[src/pn3_pkg.sv]
// types, constants and helpers for the 3d gradient noise pipeline
// no dependencies
package pn3_pkg;

  localparam int unsigned FRAC_W = 16;

  typedef logic [7:0] cell_t;
  typedef logic [FRAC_W-1:0] frac_t;
  typedef logic [FRAC_W:0] fade_t;
  typedef logic signed [FRAC_W+1:0] ofs_t;
  typedef logic signed [FRAC_W+3:0] dot_t;
  typedef logic signed [FRAC_W+4:0] lerp_t;

  localparam logic [7:0] PERM_ROM [256] = '{
    8'd151,8'd160,8'd137,8'd91,8'd90,8'd15,8'd131,8'd13,8'd201,8'd95,8'd96,8'd53,8'd194,8'd233,8'd7,8'd225,
    8'd140,8'd36,8'd103,8'd30,8'd69,8'd142,8'd8,8'd99,8'd37,8'd240,8'd21,8'd10,8'd23,8'd190,8'd6,8'd148,
    8'd247,8'd120,8'd234,8'd75,8'd0,8'd26,8'd197,8'd62,8'd94,8'd252,8'd219,8'd203,8'd117,8'd35,8'd11,8'd32,
    8'd57,8'd177,8'd33,8'd88,8'd237,8'd149,8'd56,8'd87,8'd174,8'd20,8'd125,8'd136,8'd171,8'd168,8'd68,8'd175,
    8'd74,8'd165,8'd71,8'd134,8'd139,8'd48,8'd27,8'd166,8'd77,8'd146,8'd158,8'd231,8'd83,8'd111,8'd229,8'd122,
    8'd60,8'd211,8'd133,8'd230,8'd220,8'd105,8'd92,8'd41,8'd55,8'd46,8'd245,8'd40,8'd244,8'd102,8'd143,8'd54,
    8'd65,8'd25,8'd63,8'd161,8'd1,8'd216,8'd80,8'd73,8'd209,8'd76,8'd132,8'd187,8'd208,8'd89,8'd18,8'd169,
    8'd200,8'd196,8'd135,8'd130,8'd116,8'd188,8'd159,8'd86,8'd164,8'd100,8'd109,8'd198,8'd173,8'd186,8'd3,8'd64,
    8'd52,8'd217,8'd226,8'd250,8'd124,8'd123,8'd5,8'd202,8'd38,8'd147,8'd118,8'd126,8'd255,8'd82,8'd85,8'd212,
    8'd207,8'd206,8'd59,8'd227,8'd47,8'd16,8'd58,8'd17,8'd182,8'd189,8'd28,8'd42,8'd223,8'd183,8'd170,8'd213,
    8'd119,8'd248,8'd152,8'd2,8'd44,8'd154,8'd163,8'd70,8'd221,8'd153,8'd101,8'd155,8'd167,8'd43,8'd172,8'd9,
    8'd129,8'd22,8'd39,8'd253,8'd19,8'd98,8'd108,8'd110,8'd79,8'd113,8'd224,8'd232,8'd178,8'd185,8'd112,8'd104,
    8'd218,8'd246,8'd97,8'd228,8'd251,8'd34,8'd242,8'd193,8'd238,8'd210,8'd144,8'd12,8'd191,8'd179,8'd162,8'd241,
    8'd81,8'd51,8'd145,8'd235,8'd249,8'd14,8'd239,8'd107,8'd49,8'd192,8'd214,8'd31,8'd181,8'd199,8'd106,8'd157,
    8'd184,8'd84,8'd204,8'd176,8'd115,8'd121,8'd50,8'd45,8'd127,8'd4,8'd150,8'd254,8'd138,8'd236,8'd205,8'd93,
    8'd222,8'd114,8'd67,8'd29,8'd24,8'd72,8'd243,8'd141,8'd128,8'd195,8'd78,8'd66,8'd215,8'd61,8'd156,8'd180
  };

  // gradient select on the low four hash bits
  function automatic dot_t grad_dot(input logic [3:0] h, input ofs_t x, input ofs_t y,
                                    input ofs_t z);
    dot_t u;
    dot_t v;
    u = (h < 4'd8) ? dot_t'(x) : dot_t'(y);
    if (h < 4'd4) v = dot_t'(y);
    else if (h == 4'd12 || h == 4'd14) v = dot_t'(x);
    else v = dot_t'(z);
    grad_dot = (h[0] ? -u : u) + (h[1] ? -v : v);
  endfunction

endpackage

[src/pn3_lerp.sv]
// one registered linear blend a + floor(w*(b-a)/65536)
// depends on pn3_pkg
module pn3_lerp (
  input  logic           clk,
  input  logic           en,
  input  pn3_pkg::lerp_t a,
  input  pn3_pkg::lerp_t b,
  input  pn3_pkg::fade_t w,
  output pn3_pkg::lerp_t y
);
  import pn3_pkg::*;

  logic signed [FRAC_W+5:0] diff;
  logic signed [2*FRAC_W+7:0] prod;
  lerp_t y_r;

  assign diff = (FRAC_W+6)'(b) - (FRAC_W+6)'(a);
  assign prod = diff * $signed({1'b0, w});

  // arithmetic shift floors toward minus infinity; result is a convex mix
  always_ff @(posedge clk) begin
    if (en) begin
      y_r <= lerp_t'((2*FRAC_W+8)'(a) + (prod >>> FRAC_W));
    end
  end

  assign y = y_r;
endmodule

[config.mk]
export PLATFORM = sky130hd
export DESIGN_NAME = pn3_lerp
export DESIGN_NICKNAME = d
export VERILOG_FILES = /design/src/pn3_pkg.sv /design/src/pn3_lerp.sv
export SDC_FILE = /design/constraint.sdc
export NUM_CORES = 1
export LEC_CHECK = 0
export ABC_AREA = 0
export BUFFER_PORTS_ARGS = -buffer_cell sky130_fd_sc_hd__buf_4
export CAP_MARGIN = 40
export CORE_MARGIN = 4
export CORE_UTILIZATION = 45
export CTS_CLUSTER_DIAMETER = 50
export CTS_CLUSTER_SIZE = 8
export DETAILED_ROUTE_END_ITERATION = 16
export HOLD_SLACK_MARGIN = 0.03
export PLACE_DENSITY = 0.6
export SYNTH_ARGS = -nofsm -noshare
export SYNTH_HDL_FRONTEND = slang
export SYNTH_SLANG_ARGS = --single-unit
[constraint.sdc]
create_clock -name clk -period 13.05 [get_ports clk]
set_input_delay 2.61 -clock clk [delete_from_list [all_inputs] [get_ports clk]]
set_output_delay 2.61 -clock clk [all_outputs]
set_load 0.005 [all_outputs]
# Word level (Yosys, flattened, before mapping)
# Cells that the tools add are included.
# totals
reg_bits	21
input_bits	61
output_inout_bits	21
word_cells	4
# op_classes
n_addsub	2
n_mul	1
# op_table
operator	n
$mul A22 B18 Y37	1
$sub A21 B21 Y22	1
$add A21 B21 Y21	1

# Depth between registers and ports, before layout
# depth
ltp_word	3
mapped_depth	43
mapped_depth_nobuf	43

# Worst setup path before layout
# OpenSTA, ideal clock, no wires.
# synth_path
kind	input port to flip-flop
from	input b[0]
to	register y_r[20], in the netlist y[20], data pin
setup_ns	0.268
arrival_time_ns	11.464
required_ns	12.782
path_slack_ns	1.318
path_stages	42
path_buffers	0
cell_sequence	inv_1 > ha_1 > fa_1 > nor2b_1 > o31ai_2 > a2111o_1 > a21oi_2 > o311ai_2 > a31oi_1 > o21ai_1 > a21boi_2 > nor3b_1 > fa_1 > inv_1 > fa_1 > fa_1 > inv_1 > fa_1 > (+6 left out) > nand2_1 > a21oi_1 > o21a_1 > o21ai_0 > a21boi_0 > o21a_1 > nor2_1 > xnor2_1 > ha_1 > nand3_1 > a211o_1 > o211ai_2 > a21oi_2 > o31a_4 > a31oi_2 > xnor2_1 > xnor2_1 > xnor3_1
# synth_via
elab_chain_len	3
# synth_rtl
element	line_no	text
start: declaration	pn3_lerp.sv:7	input pn3_pkg::lerp_t b,
$sub A21 B21 Y22	pn3_lerp.sv:17	assign diff = (FRAC_W+6)'(b) - (FRAC_W+6)'(a);
$mul A22 B18 Y37	pn3_lerp.sv:18	assign prod = diff * $signed({1'b0, w});
$add A21 B21 Y21	pn3_lerp.sv:23	y_r <= lerp_t'((2*FRAC_W+8)'(a) + (prod >>> FRAC_W));
end signal: assignment	pn3_lerp.sv:23	
end: declaration	pn3_lerp.sv:15	lerp_t y_r;
# No other way between the ends.
# A chain may end at the register's enable or synchronous reset.

# Worst setup path after layout
# layout_path
from	input a[1]
to	register y_r[20], in the netlist y[20], data pin
# layout_via
elab_chain_len	3
# layout_rtl
element	line_no	text
start: declaration	pn3_lerp.sv:6	input pn3_pkg::lerp_t a,
$sub A21 B21 Y22	pn3_lerp.sv:17	
$mul A22 B18 Y37	pn3_lerp.sv:18	
$add A21 B21 Y21 (*)	pn3_lerp.sv:23	
# Every way passes the cells marked *; elsewhere a longest branch is shown, timed or not.

==> results.ini <==
[die]
start_util_pct=45.8
coreArea_um2=34600
dieHeight_um=196
die_w_um=196
die_area_um2=38300
ios=82
rows=68

[critical_path]
cp-start-kind=primary input
cp_max_fo=8
critical-path-max-stage-delay_ns=0.63
cp_data_required_time_ns=13.06
worst_path_most_repeated_cell=fa_1
cp-endpoint=y[20]$_DFFE_PP_
criticalPathCategory=in2reg
cpMaxStageDelayCell=fa_1
critPathCaptureType=register
startpoint=a[1]
arrival_ns=12.40

[drt]
ant_nets=0
num_vias=11616
first_pass_iters=6
via_per_inst=5.04
route.detailed.drc=0
wl_per_cell_um=16.9
drt_wl_total_um=38900
drt_iter0_markers=559

[final_layout]
multi_input_comb_area_um2=13200
antenna_cells=0
area_growth_syn_to_layout_pct=7.98
utilization_pct=49.4
nNetsFinal=2397
nFillCells=3305
largest_reg_flops=21
drive_above_1_share_pct=7.62
seq_area_um2=631

[yosys]
syn_area_per_cell_um2=8.82
ys_top_cells_by_area=fa_1 (44%), inv_1 (11%), ha_1 (10%)
synthAdderAreaFrac_pct=54.8
synth_mux_area_share_pct=1.12
synth_common_cells=inv_1 (485), fa_1 (351), nand2_1 (180)
synth_edf_count=21
ys.flop_type=edfxtp_1
ys_seq_elements=21
synthCells=1798
synthSimpleGateAreaFrac_pct=16.9
synth_nets=2343
synth_top_area_share_pct=44.3
synthArstFlopShare_pct=0
synth_most_common_cell=inv_1
synth_compound_area_share_pct=6.63
synth.distinct_cells=66
yosysTopAreaCell=fa_1
yosys_warnings=0
synth_xor_area_share_pct=3.46
ys_seq_area_share_pct=3.98
synth_top_family_by_area=adder cells
synth_area_um2=15900

[timing]
period_minus_slack_ns=12.39
fin_setup_tns_ns=0
setup_viol=0
worst_pin_slew_ns=0.897
fin_crit_sh_pct=95.0
hold_viol_final=0
drv_slew=0
rsz0062_at_grt=no
max_freq_mhz=80.7
slew_headroom_pct=40.1

[global_route]
grt_max_degree=38
grt_pass1_wl_um=65200
grt-ovfl-total=0
antenna_found_initial=1
grt_pass1_vias=12580
grt_usage_pct=21.1

[run]
drv_cap=0

[placement]
dp_hpwl_um=32900
gp_congestion=0.857
numPortBuffers=81

[clocking]
numCtsBuffers=3
cts_root_buffer=clkbuf_16
clk_pin_slew_ns=0.06
cts_tree=built
cts_sinks=21
post_cts_buffers=0
hold_buffers=0
cts-htree-levels=1
clockBufferDepth=2

[outcome]
status=completed

[min_path]
hp-class=in2reg

per-stage QoR:
| stage | hold WS (ns) | std cells | worst slack [ns] | instance area [µm²] |
|---|---|---|---|---|
| after floorplan | 2.72 | 1798 | 1.32 | 15900 |
| after global placement | 2.93 | 2301 | 0.544 | 17000 |
| after detailed placement | 2.93 | 2302 | 0.393 | 17000 |
| after CTS | 2.65 | 2306 | 0.653 | 17100 |
| after global routing | 2.66 | 2306 | 0.0297 | 17100 |
| final | 2.65 | 2306 | 0.658 | 17100 |
worst max-delay path: cells and delay by family:
family,cells,cell delay [ns]
muxes,1,0.41
AOI/OAI and AO/OA,17,3.54
and+or+nand+nor,5,0.60
xor gates and xnor gates,4,0.75
adders and majority gates,9,4.00
buffers and inverters,6,0.47
worst min path at each step:
stage,startpoint,to,slack (ns),depth (start not counted)
2_1_floorplan,en,y[0]$_DFFE_PP_,2.72,0
3_3_place_gp,a[0],y[0]$_DFFE_PP_,2.93,2
3_5_place_dp,a[0],y[0]$_DFFE_PP_,2.93,2
4_1_cts,a[0],y[0]$_DFFE_PP_,2.65,2
5_1_grt,a[0],y[0]$_DFFE_PP_,2.66,2
6_report,a[0],y[0]$_DFFE_PP_,2.65,2
cell families (layout without fill, tap and decap cells):
kind of cell,Yosys count,in the layout
buffers and inverters,547,600
and+or+nand+nor,511,511
adders and majority gates,484,484
AOI/OAI and AO/OA,157,157
xor gates and xnor gates,61,61
DFF,21,21
muxes,17,17
placed cells by master (no fill, tap or decap), types with 11 or more instances in the layout:
| cell type | instances |
|---|---|
| a21oi_1 | 50 |
| and2_1 | 169 |
| buf_4 | 110 |
| edfxtp_1 | 21 |
| fa_1 | 351 |
| ha_1 | 133 |
| inv_1 | 485 |
| mux2i_1 | 11 |
| nand2_1 | 180 |
| nand2b_1 | 29 |
| nor2_1 | 36 |
| nor2b_1 | 34 |
| nor3_1 | 17 |
| nor3b_1 | 12 |
| o21a_1 | 16 |
| o21ai_0 | 27 |
| xnor2_1 | 47 |
| xor2_1 | 11 |
what timing repair did:
item | in CTS | in global routing
endpoints found under the setup margin | 0 | 1
resized for setup | 0 | 1
hold endpoints to repair | 0 | 0
cell type report:
cell class / instances / share of cell area, %
Multi-Input combinational cell: 1230 / 77.0
Inverter: 485 / 10.6
Timing Repair Buffer: 111 / 4.89
Sequential cell: 21 / 3.68
Tap cell: 455 / 3.33
Clock buffer: 4 / 0.461
per-layer routing:
layer  global-route usage (%)  up-vias  part of all wire, %
met4                     3.85        0                  2.0
met3                     1.67       42                  3.0
li1                         -     5427                    -
met5                        0        -                    0
met1                     27.6     5922                   42
met2                     38.7      225                   53
Power is left out: the tool's default activity adds up to more than one toggle a clock period on the data nets, which glitch-free logic cannot reach.
